<file path="config.mk">
export PLATFORM = sky130hd
export DESIGN_NAME = bloom_filter_insert_query_top
export DESIGN_NICKNAME = d
export VERILOG_FILES = /design/src/rtl/bfiq_pkg.sv /design/src/rtl/bloom_filter_insert_query_top.sv /design/src/rtl/bfiq_mod.sv
export SDC_FILE = /design/constraint.sdc
export NUM_CORES = 2
export LEC_CHECK = 0
export ABC_AREA = 0
export BUFFER_PORTS_ARGS = -buffer_cell sky130_fd_sc_hd__buf_4
export CORE_ASPECT_RATIO = 0.9
export CORE_UTILIZATION = 50
export CTS_CLUSTER_SIZE = 16
export DETAILED_ROUTE_END_ITERATION = 8
export HOLD_SLACK_MARGIN = 0.03
export PLACE_DENSITY = 0.76
export SLEW_MARGIN = 20
export SYNTH_ARGS = -nofsm -noshare
export SYNTH_HDL_FRONTEND = slang
export SYNTH_SLANG_ARGS = --single-unit
</file>
<file path="constraint.sdc">
create_clock -name clk -period 15.26 [get_ports clk]
set_input_delay 2.289 -clock clk [delete_from_list [all_inputs] [get_ports clk]]
set_output_delay 2.289 -clock clk [all_outputs]
set_load 0.005 [all_outputs]
</file>
<file path="src/rtl/bfiq_pkg.sv">
// Shared constants, types and hash step functions for the bloom filter block.
package bfiq_pkg;

	localparam int unsigned MAX_BITS_DEF = 4096;
	localparam logic [31:0] FNV_BASIS = 32'd2166136261;
	localparam logic [31:0] FNV_PRIME = 32'd16777619;
	localparam int unsigned PROBES_W = 5;
	localparam int unsigned FILTER_BYTES_W = 10;
	localparam int unsigned CFG_DATA_W = 10;
	localparam logic [4:0] PROBES_RST = 5'd3;
	localparam logic [9:0] FILTER_BYTES_RST = 10'd512;

	typedef enum logic [0:0] {
		CFG_PROBES = 1'b0,
		CFG_FILTER_BYTES = 1'b1
	} cfg_idx_t;

	typedef enum logic [2:0] {
		ST_IDLE,
		ST_MIX,
		ST_MOD,
		ST_READ,
		ST_CHECK,
		ST_CLEAR,
		ST_DONE
	} state_t;

	// FNV-1a byte step
	function automatic logic [31:0] fnv_step(input logic [31:0] h, input logic [7:0] b);
		logic [31:0] x;
		x = h ^ {24'd0, b};
		return x * FNV_PRIME;
	endfunction

	// one-at-a-time byte step
	function automatic logic [31:0] oaat_step(input logic [31:0] h, input logic [7:0] b);
		logic [31:0] x;
		x = h + {24'd0, b};
		x = x + (x << 10);
		x = x ^ (x >> 6);
		return x;
	endfunction

	function automatic logic [31:0] oaat_final(input logic [31:0] h);
		logic [31:0] x;
		x = h + (h << 3);
		x = x ^ (x >> 11);
		x = x + (x << 15);
		return (x == 32'd0) ? 32'd1 : x;
	endfunction

endpackage

</file>
<file path="src/rtl/bloom_filter_insert_query_top.sv">
// Top level of the bloom filter insert and query block.
// Usage:
//   Input channel (in_valid/in_ready) carries one key byte per item with
//   mode and last_byte. Bytes that are not last produce no result; they are
//   registered, then folded into the FNV-1a and one-at-a-time hashes in the
//   multiply step.
//   On a last byte the block finishes the hashes, then runs one probe per
//   configured count. Each probe takes a modulo from the shared serial
//   divider, a memory read, and for inserts a write back.
//   A query stops at the first clear bit.
//   Output channel (out_valid/out_ready) presents maybe_present and
//   was_insert from an output register; a stalled receiver holds it, and
//   the next byte is still taken while the result waits. A following
//   last byte waits for the result slot to drain.
//   Reset: the bit store is cleared by a pass over its MAX_BITS/8 rows,
//   one byte row per cycle, during which no item is taken. Configuration
//   writes (cfg_we/cfg_idx/cfg_data) are taken at any time.
//   Probes run strictly one after another, so reads never overlap writes.
module bloom_filter_insert_query_top #(
	parameter int unsigned MAX_BITS = bfiq_pkg::MAX_BITS_DEF
) (
	input  logic clk,
	input  logic arst_n,
	input  logic cfg_we,
	input  logic [0:0] cfg_idx,
	input  logic [bfiq_pkg::CFG_DATA_W-1:0] cfg_data,
	input  logic in_valid,
	output logic in_ready,
	input  logic mode,
	input  logic [7:0] key_byte,
	input  logic last_byte,
	output logic out_valid,
	input  logic out_ready,
	output logic maybe_present,
	output logic was_insert
);
	localparam int unsigned ROWS = MAX_BITS / 8;
	localparam int unsigned AW = (ROWS > 1) ? $clog2(ROWS) : 1;
	localparam int unsigned BW = $clog2(MAX_BITS) + 1;
	localparam int unsigned MAXFB = ROWS;

	logic [7:0] mem [ROWS];
	logic [7:0] rdata_q;

	logic [bfiq_pkg::PROBES_W-1:0] probes_q;
	logic [bfiq_pkg::FILTER_BYTES_W-1:0] filter_bytes_q;
	logic [31:0] fnv_q, oaat_q, h2_q;
	logic [7:0] byte_q;
	logic mode_q, last_q;
	logic [4:0] pidx_q;
	logic [32:0] acc_q;
	logic [BW-1:0] nbits_q;
	logic [BW-1:0] idx_q;
	logic present_q;
	logic [AW-1:0] clr_q;
	bfiq_pkg::state_t state_q, state_d;

	logic mod_start, mod_done;
	logic [BW-1:0] mod_rem;
	logic [BW-1:0] nbits_d;

	// clamp filter size into its usable range
	always_comb begin
		if (filter_bytes_q < 10'd8) begin
			nbits_d = BW'(64);
		end else if (32'(filter_bytes_q) > MAXFB) begin
			nbits_d = BW'(MAX_BITS / 8 * 8);
		end else begin
			nbits_d = BW'({filter_bytes_q, 3'b000});
		end
	end

	bfiq_mod #(.DW(BW)) u_mod (
		.clk(clk), .arst_n(arst_n), .start(mod_start), .dividend(acc_q),
		.divisor(nbits_q), .done(mod_done), .remainder(mod_rem)
	);

	always_ff @(posedge clk or negedge arst_n) begin
		if (!arst_n) begin
			probes_q <= bfiq_pkg::PROBES_RST;
			filter_bytes_q <= bfiq_pkg::FILTER_BYTES_RST;
		end else if (cfg_we) begin
			case (cfg_idx)
				bfiq_pkg::CFG_PROBES: probes_q <= cfg_data[bfiq_pkg::PROBES_W-1:0];
				bfiq_pkg::CFG_FILTER_BYTES: filter_bytes_q <= cfg_data;
				default: ;
			endcase
		end
	end

	always_ff @(posedge clk or negedge arst_n) begin
		if (!arst_n) begin
			state_q <= bfiq_pkg::ST_CLEAR;
		end else begin
			state_q <= state_d;
		end
	end

	logic in_fire;
	assign in_fire = in_valid && in_ready;

	always_comb begin
		state_d = state_q;
		in_ready = 1'b0;
		mod_start = 1'b0;
		case (state_q)
			bfiq_pkg::ST_CLEAR: begin
				if (clr_q == AW'(ROWS - 1)) state_d = bfiq_pkg::ST_IDLE;
			end
			bfiq_pkg::ST_IDLE: begin
				in_ready = !(last_byte && out_valid);
				if (in_valid && in_ready) state_d = bfiq_pkg::ST_MIX;
			end
			bfiq_pkg::ST_MIX: begin
				if (!last_q) state_d = bfiq_pkg::ST_IDLE;
				else if (probes_q == 5'd0) state_d = bfiq_pkg::ST_DONE;
				else state_d = bfiq_pkg::ST_DONE;
			end
			bfiq_pkg::ST_DONE: begin
				// entered from the finishing step and after each check: launch a probe or finish
				if (pidx_q < probes_q && (present_q || !mode_q)) begin
					mod_start = 1'b1;
					state_d = bfiq_pkg::ST_MOD;
				end else begin
					state_d = bfiq_pkg::ST_IDLE;
				end
			end
			bfiq_pkg::ST_MOD: begin
				if (mod_done) state_d = bfiq_pkg::ST_READ;
			end
			bfiq_pkg::ST_READ: state_d = bfiq_pkg::ST_CHECK;
			bfiq_pkg::ST_CHECK: state_d = bfiq_pkg::ST_DONE;
			default: state_d = bfiq_pkg::ST_IDLE;
		endcase
	end

	// hashes, clear counter and result register
	always_ff @(posedge clk or negedge arst_n) begin
		if (!arst_n) begin
			fnv_q <= bfiq_pkg::FNV_BASIS;
			oaat_q <= '0;
			clr_q <= '0;
			out_valid <= 1'b0;
			maybe_present <= 1'b0;
			was_insert <= 1'b0;
		end else begin
			if (out_valid && out_ready) out_valid <= 1'b0;
			if (state_q == bfiq_pkg::ST_CLEAR) clr_q <= clr_q + 1'b1;
			if (state_q == bfiq_pkg::ST_MIX) begin
				if (last_q) begin
					fnv_q <= bfiq_pkg::FNV_BASIS;
					oaat_q <= '0;
				end else begin
					fnv_q <= bfiq_pkg::fnv_step(fnv_q, byte_q);
					oaat_q <= bfiq_pkg::oaat_step(oaat_q, byte_q);
				end
			end
			if (state_q == bfiq_pkg::ST_DONE &&
			    !(pidx_q < probes_q && (present_q || !mode_q))) begin
				out_valid <= 1'b1;
				maybe_present <= mode_q ? present_q : 1'b1;
				was_insert <= !mode_q;
			end
		end
	end

	always_ff @(posedge clk) begin
		if (in_fire) begin
			byte_q <= key_byte;
			mode_q <= mode;
			last_q <= last_byte;
		end
		if (state_q == bfiq_pkg::ST_MIX && last_q) begin
			h2_q <= bfiq_pkg::oaat_step(oaat_q, byte_q);
			acc_q <= {1'b0, bfiq_pkg::fnv_step(fnv_q, byte_q)};
			nbits_q <= nbits_d;
			pidx_q <= '0;
			present_q <= 1'b1;
		end
		// apply the final mix while the first probe reads; h2 is first used on check
		if (state_q == bfiq_pkg::ST_READ && pidx_q == 5'd0) begin
			h2_q <= bfiq_pkg::oaat_final(h2_q);
		end
		if (state_q == bfiq_pkg::ST_MOD && mod_done) idx_q <= mod_rem;
		if (state_q == bfiq_pkg::ST_CHECK) begin
			pidx_q <= pidx_q + 1'b1;
			// next dividend: (h1 + i*h2) mod n == (prev_rem + h2) mod n
			acc_q <= {{(33-BW){1'b0}}, idx_q} + {1'b0, h2_q};
			if (mode_q && !rdata_q[idx_q[2:0]]) present_q <= 1'b0;
		end
	end

	// bit store: one read port, one write port
	always_ff @(posedge clk) begin
		if (state_q == bfiq_pkg::ST_CLEAR) begin
			mem[clr_q] <= 8'd0;
		end else if (state_q == bfiq_pkg::ST_CHECK && !mode_q) begin
			mem[idx_q[AW+2:3]] <= rdata_q | (8'd1 << idx_q[2:0]);
		end
		rdata_q <= mem[idx_q[AW+2:3]];
	end
endmodule

</file>
<file path="src/rtl/bfiq_mod.sv">
// Iterative 33-bit by DW-bit modulo unit, one quotient bit per cycle.
module bfiq_mod #(
	parameter int unsigned DW = 13
) (
	input  logic          clk,
	input  logic          arst_n,
	input  logic          start,
	input  logic [32:0]   dividend,
	input  logic [DW-1:0] divisor,
	output logic          done,
	output logic [DW-1:0] remainder
);
	localparam int unsigned CW = 6;

	logic [32:0]   num_q;
	logic [DW:0]   rem_q;
	logic [DW-1:0] div_q;
	logic [CW-1:0] cnt_q;
	logic          busy_q;
	logic [DW+1:0] shifted;
	logic [DW+1:0] diff;

	assign shifted = {rem_q, num_q[32]};
	assign diff = shifted - {2'b00, div_q};

	always_ff @(posedge clk or negedge arst_n) begin
		if (!arst_n) begin
			busy_q <= 1'b0;
			cnt_q <= '0;
			done <= 1'b0;
		end else begin
			done <= 1'b0;
			if (start) begin
				busy_q <= 1'b1;
				cnt_q <= CW'(33);
			end else if (busy_q) begin
				cnt_q <= cnt_q - 1'b1;
				if (cnt_q == CW'(1)) begin
					busy_q <= 1'b0;
					done <= 1'b1;
				end
			end
		end
	end

	always_ff @(posedge clk) begin
		if (start) begin
			num_q <= dividend;
			div_q <= divisor;
			rem_q <= '0;
		end else if (busy_q) begin
			num_q <= {num_q[31:0], 1'b0};
			// subtract when the shifted remainder reaches the divisor
			if (!diff[DW+1]) begin
				rem_q <= diff[DW:0];
			end else begin
				rem_q <= shifted[DW:0];
			end
		end
	end

	assign remainder = rem_q[DW-1:0];
endmodule

</file>
# Yosys cells after proc, flatten, opt, wreduce, memory -nomap -nowiden
# Memories as Yosys holds them, arrays and structs flattened. A register that Yosys moved wholly into a read port is not among the register bits.
# Index checks and enable logic that the tools add are counted.
[classes] addsub=9 mul=1 n_lt_le_gt_ge=4 eq_ne=11 shifts=1 muxes=46 n_bitwise=5 n_reduce_logical=28
[ops] op="$mux 32" count=5
[ops] op="$mux 33" count=4
[ops] op="$add 32x32->32" count=3
[ops] op="$add 13x32->33" count=1
[ops] op="$add 32x8->32" count=1
[ops] op="$logic_not 32->1" count=1
[ops] op="$mul 32x25->32 const B" count=1
[ops] op="$xor 32x21->32" count=1
[ops] op="$xor 32x26->32" count=1
[ops] op="$xor 32x8->32" count=1
[ops] op="$mux 1" count=22
[ops] op="$pmux 3 s7" count=1
[ops] op="$sub 15x13->15" count=1
[ops] op="$mux 14" count=1
[ops] op="$mux 13" count=1
[ops] op="$mux 3" count=4
[ops] op="$mux 6" count=2
[ops] op="$logic_and 1x1->1" count=11
[ops] op="$gt 10x10->1 const B" count=1
[ops] op="$lt 10x4->1 const B" count=1
[ops] op="$mux 5" count=2
[ops] op="$add 9x1->9 const B" count=1
[ops] op="$eq 3x3->1 const B" count=3
[ops] op="$eq 9x9->1 const B" count=1
[ops] op="other kinds (25)" count=34
[totals] reg_bits=269 ram_bits=4096 out_inout_bits=4 elab_cells=131 memories=1
[memory_table] name="mem" words=512 word_bits=8 rd=1 rd_clocked_by_memory_dff=1 wr=1 line_no="bloom_filter_insert_query_top.sv:42" source="logic [7:0] mem [ROWS];"

# Logic depth before layout (Yosys ltp)
[logic_depth] depth_word=7 mapped_depth=26 ltp_nobuf=25

# Cells and area by module
# From an unflattened synthesis, not the netlist that was laid out.
[hier_totals] hier_cells=8869 hier_area_um2=180898.5
[modules_own_cells] mod="bloom_filter_insert_query_top" n_inst=1 cells_each=8543 area_per_inst_um2=177202.5 seq_area_each_um2=128647.1
[modules_own_cells] mod="bfiq_mod" n_inst=1 cells_each=326 area_per_inst_um2=3696.0 seq_area_each_um2=1861.8

# Least setup slack after synthesis
# Ideal clock, no wire load.
[synth_path] kind="flip-flop to flip-flop" from="register state_q[2]" to="memory mem[0][0], data pin" setup_time_ns=2.581 t_arrival_ns=13.015 required_ns=12.679 slack_ns=-0.336 stages_incl_launch_ff=6 path_buffers=2 path_cell_list="dfstp_2 -> nor3b_1 -> nand2b_1 -> clkbuf_1 -> clkbuf_1 -> nor2_1"
[synth_via] elab_chain_len=7 word_cells_on_any_way=8
[synth_rtl] element="start: declaration" line_no="bloom_filter_insert_query_top.sv:56" source="bfiq_pkg::state_t state_q, state_d;"
[synth_rtl] element="start signal: assignment" line_no="bloom_filter_insert_query_top.sv:93" source="state_q <= bfiq_pkg::ST_CLEAR;"
[synth_rtl] element="start signal: assignment" line_no="bloom_filter_insert_query_top.sv:95" source="state_q <= state_d;"
[synth_rtl] element="$eq 3x3->1" line_no="bloom_filter_insert_query_top.sv:197" source="end else if (state_q == bfiq_pkg::ST_CHECK && !mode_q) begin"
[synth_rtl] element="$logic_and 1x1->1" line_no="bloom_filter_insert_query_top.sv:197"
[synth_rtl] element="$mux 1" line_no="bloom_filter_insert_query_top.sv:197"
[synth_rtl] element="$mux 1 (*)" line_no="bloom_filter_insert_query_top.sv:195" source="if (state_q == bfiq_pkg::ST_CLEAR) begin"
[synth_rtl] element="$mux 1 (not written as such) (*)" line_no="bloom_filter_insert_query_top.sv:198" source="mem[idx_q[AW+2:3]] <= rdata_q | (8'd1 << idx_q[2:0]);"
[synth_rtl] element="$reduce_or 8->1 (no line) (*)"
[synth_rtl] element="$mux 8 (no line) (*)"
[synth_rtl] element="end: declaration" line_no="bloom_filter_insert_query_top.sv:42"
# Every way passes the cells marked *; elsewhere a longest branch is shown, timed or not.

# Final worst setup path
[layout_path] from="register fnv_q[7]" to="register acc_q[31], data pin"
[layout_via] elab_chain_len=4
[layout_rtl] element="start: declaration" line_no="bloom_filter_insert_query_top.sv:47" source="logic [31:0] fnv_q, oaat_q, h2_q;"
[layout_rtl] element="start signal: assignment" line_no="bloom_filter_insert_query_top.sv:140" source="fnv_q <= bfiq_pkg::FNV_BASIS;"
[layout_rtl] element="start signal: assignment" line_no="bloom_filter_insert_query_top.sv:151" source="fnv_q <= bfiq_pkg::FNV_BASIS;"
[layout_rtl] element="start signal: assignment" line_no="bloom_filter_insert_query_top.sv:154" source="fnv_q <= bfiq_pkg::fnv_step(fnv_q, byte_q);"
[layout_rtl] element="$xor 32x8->32" line_no="bfiq_pkg.sv:31" source="x = h ^ {24'd0, b};"
[layout_rtl] element="$mul 32x25->32" line_no="bfiq_pkg.sv:32" source="return x * FNV_PRIME;"
[layout_rtl] element="$mux 33" line_no="bloom_filter_insert_query_top.sv:173" source="if (state_q == bfiq_pkg::ST_MIX && last_q) begin"
[layout_rtl] element="$mux 33" line_no="bloom_filter_insert_query_top.sv:185" source="if (state_q == bfiq_pkg::ST_CHECK) begin"
[layout_rtl] element="end signal: assignment" line_no="bloom_filter_insert_query_top.sv:175" source="acc_q <= {1'b0, bfiq_pkg::fnv_step(fnv_q, byte_q)};"
[layout_rtl] element="end signal: assignment" line_no="bloom_filter_insert_query_top.sv:188" source="acc_q <= {{(33-BW){1'b0}}, idx_q} + {1'b0, h2_q};"
[layout_rtl] element="end: declaration" line_no="bloom_filter_insert_query_top.sv:51" source="logic [32:0] acc_q;"
# No other way between the ends. The select of a mux whose other input is x is not followed.
# A chain may end at the register's enable or synchronous reset.

==> impl_results.md <==
* Run status: complete, no violations
* Number of max-capacitance violations reported at 0
* Hold Path Class: register to register
* Number of placement rows at 208
* Met1 Resource Use GR at between 30% and 40%
* Post-route clock period utilization at 46.3%
* Share of total power in the clock network at between 20% and 30%
* Shortest period the worst path allows at between 7 and 8 ns
* Initial Util at approximately half
* Mean instance size in the synthesized netlist at just over 20 sq um
* Number of remaining DRC errors at 0
* Clock insertion delay at the later pin of the skew report at 1.00 ns
* Library cell with the highest instance count after synthesis: edfxtp_1
* Met3 capacity usage during global routing at 6.31%
* Number of global-route vias before repair at ~91000
* Crit path max fanout at 6
* Cell count after synthesis at between 8000 and 9000
* Most utilized layer in the global route result: met2
* Dominant cell type by area after synthesis: edfxtp_1
* Count of pins over their slew limit at 0
* Share of the synthesized area in the top cell type at between 70 and 80%
* VDD IR-drop max at 0.703 mV
* Critical path data arrival time at a little under 8 ns
* Slew at the pin closest to its max-slew limit at ~1.3 ns
* First-pass GRT wire length at around 640 mm
* DR WL/cell at between 30 and 40 um
* CP Class: register to register
* Worst Skew at around 0.10 ns
* CTS Buffer Depth at 4
* Number of antenna violations at the first check in global routing at 25
* Met2 track utilization from global routing at between 30 and 40%
* Synth cell types at 80
* TritonCTS clock tree: yes
* Most frequent cells after synthesis: edfxtp_1 (4242), mux4_2 (1362), nor2_1 (663)
* Die X at 633 um
* Number of hold-repair buffers added at the cts stage at 0
* Endpoint class of the critical path: register
* Leakage power summed over all cells at roughly 66 nW
* Clock transition at path regs at ~0.060 ns
* Cell Area, Synth at between 0.15 and 0.2 sq mm
* Port Buf Inserts at 29
* Post-layout utilization of the core at 55.7%
* Post-route antenna net violation count at 0
* Placeable core area at 0.357 sq mm
* Post-DP HPWL at roughly 250 mm
* Nature of the critical path startpoint: register
* CTS H-Tree Depth at 5
* YS warnings at 0
* Die height at 570 um
* Pin count of the biggest net entering global routing at 249
* Via/cell ratio at ~6.4
* Relative contribution of sequential cells to total power at a little over a third
* Vias after detailed routing at around 90000
* Violation count after the first detailed-route iteration at 12900
* Proportion of synthesized chip area in sequential cells at between 70% and 80%
* Switching Fraction at a little over a third
* Clk Tree Root Cell: clkbuf_16
* Final hold violation count at 0
* Top FF cell, synth: edfxtp_1
* Die Outline Area at roughly 0.36 sq mm
* Net count after synthesis at slightly above 9000
* Total Nets Final at approximately 9000
* Max-slew headroom at the worst pin at 13.0%
* Length of the first detailed-routing pass in iterations at 7
* Overall routing resource usage at 24.3%
* Post-synthesis to final-layout area growth at 10.7%
* Ratio of cells with drive above 1 in the final layout at roughly a quarter
* Asr flop ratio synth at 2.34%
* Setup repair after global routing missed its margin: false
* Internal portion of total power at approximately 25 mW
* Total power divided by cell area at around 200 mW/mm^2
* Wirelength, routed at about 440 mm
* Final number of setup-violating endpoints at 0
* Setup Total Neg Slack at 0 ns
* Switching power at 14.1 mW
* Grt total ovfl at 0
* Sink count of the clock tree at between 4000 and 5000
* Gates resized, CTS repair at 0
* Post-synthesis register bit count at between 4000 and 5000
* Fmax achieved at between 100 and 150 MHz
* Routability cong. at between 0.8 and 0.9
* Count of boundary I/O pins at 30
* Number of setup buffers added after CTS at 0
* Post-synth EDFFs at 4242
* Inserted Clock Buffers at 416
* Most area-consuming cells after synthesis: edfxtp_1 (71%), mux4_2 (17%), ha_1 (2.0%)
* Worst Path Required at 15.93 ns
* Combinational fraction of design power at 37.6%
-- cells by family (layout without fill, tap and decap cells) --
| logic type | Yosys count | after routing | share of synthesized area, % |
|---|---|---|---|
| other cells | 0 | 13 | 0 |
| fa+ha+maj | 372 | 372 | 2.93 |
| xor+xnor | 228 | 228 | 1.14 |
| simple gates | 1212 | 1212 | 2.84 |
| mux | 1391 | 1391 | 17.3 |
| flops | 4367 | 4367 | 72.7 |
| buf+inv | 707 | 1181 | 1.49 |
| compound gates | 453 | 453 | 1.64 |
-- cell usage in the layout, fill, tap and decap left out, types with 81 or more instances in the layout --
master     count
edfxtp_1    4242
mux4_2      1362
nor2_1       652
clkbuf_16    421
nand2_1      329
ha_1         292
inv_1        259
buf_4        135
xnor2_1      123
o21ai_0      120
a21oi_1      111
clkinv_1     107
xor2_1       102
dfrtp_1       83
clkinv_2      81
-- per-layer routing --
| metal | vias up | routed length [um] |
|---|---|---|
| met5 | - | 115 |
| met4 | 18 | 13600 |
| met3 | 850 | 54500 |
| met2 | 5927 | 206000 |
| met1 | 46800 | 165000 |
| li1 | 35900 | - |
-- sequential cells by signal (all words and copies together) (netlist names), 3 cells and up --
name and flops:
clr_q 9, u_mod.cnt_q 6, rdata_q 8, acc_q 33
h2_q 32, state_q 3, filter_bytes_q 10, probes_q 5
idx_q 13, mem 4096, byte_q 8, u_mod.rem_q 14
nbits_q 10, oaat_q 32, fnv_q 32, u_mod.num_q 33
u_mod.div_q 10, pidx_q 5
-- critical path, cell delays in order, from the launching register on --
cell and delay, ns:
dfstp_2 0.54, xor2_1 0.58, ha_1 0.37, ha_1 0.29
inv_1 0.07, fa_1 0.41, inv_1 0.08, ha_1 0.14
inv_1 0.05, fa_1 0.48, inv_1 0.04, ha_1 0.28
fa_1 0.45, ha_1 0.34, a21o_1 0.22, a21o_1 0.17
a221oi_1 0.34, a31oi_1 0.27, o31ai_1 0.42, a21oi_1 0.18
o41ai_1 0.51, o21bai_1 0.12, a21oi_1 0.19, xnor2_1 0.17
mux2i_1 0.10
-- through the flow --
stage	total power [mW]	setup WS [ns]	hold slack, ns	cell area, sq um	instances
after floorplan	24.9	-0.336	0.400	179000	8730
after global placement	28.9	8.31	0.408	185000	13200
after detailed placement	29.1	8.25	0.405	185000	13200
after CTS	39.3	8.21	0.420	198000	13900
after global routing	41.6	7.83	0.422	199000	13900
final	39.5	8.19	0.418	199000	13900
-- power by group through the flow --
stage	combinational [mW]	sequential [mW]	clock, mW
after floorplan	10.2	14.7	0
after global placement	14.3	14.6	0
after detailed placement	14.5	14.6	0
after CTS	14.6	14.4	10.3
after global routing	16.5	14.4	10.7
final	14.9	14.4	10.2
-- cell type report --
type | count | area, sq um
antenna | 13 | 32.5
inverter | 261 | 980
multi-input combinational | 3656 | 46500
tap | 4725 | 5910
clock buffer | 496 | 10900
timing repair buffer | 156 | 1420
sequential | 4367 | 130000
fill | 25100 | 158000
clock inverter | 268 | 2380
-- final timing paths --
path | startpoint | end | slack, ns | cells past startpoint
max in group asynchronous | arst_n | clr_q[0] | 12.51 | 2
min | nbits_q[12] | u_mod.div_q[12] | 0.42 | 0
min reg2reg | nbits_q[12] | u_mod.div_q[12] | 0.42 | 0
min in group asynchronous | arst_n | oaat_q[26] | 1.32 | 1
max | fnv_q[7] | acc_q[31] | 8.19 | 24
max reg2reg | fnv_q[7] | acc_q[31] | 8.19 | 24
Note: power is estimated with default switching activity, not from simulation.
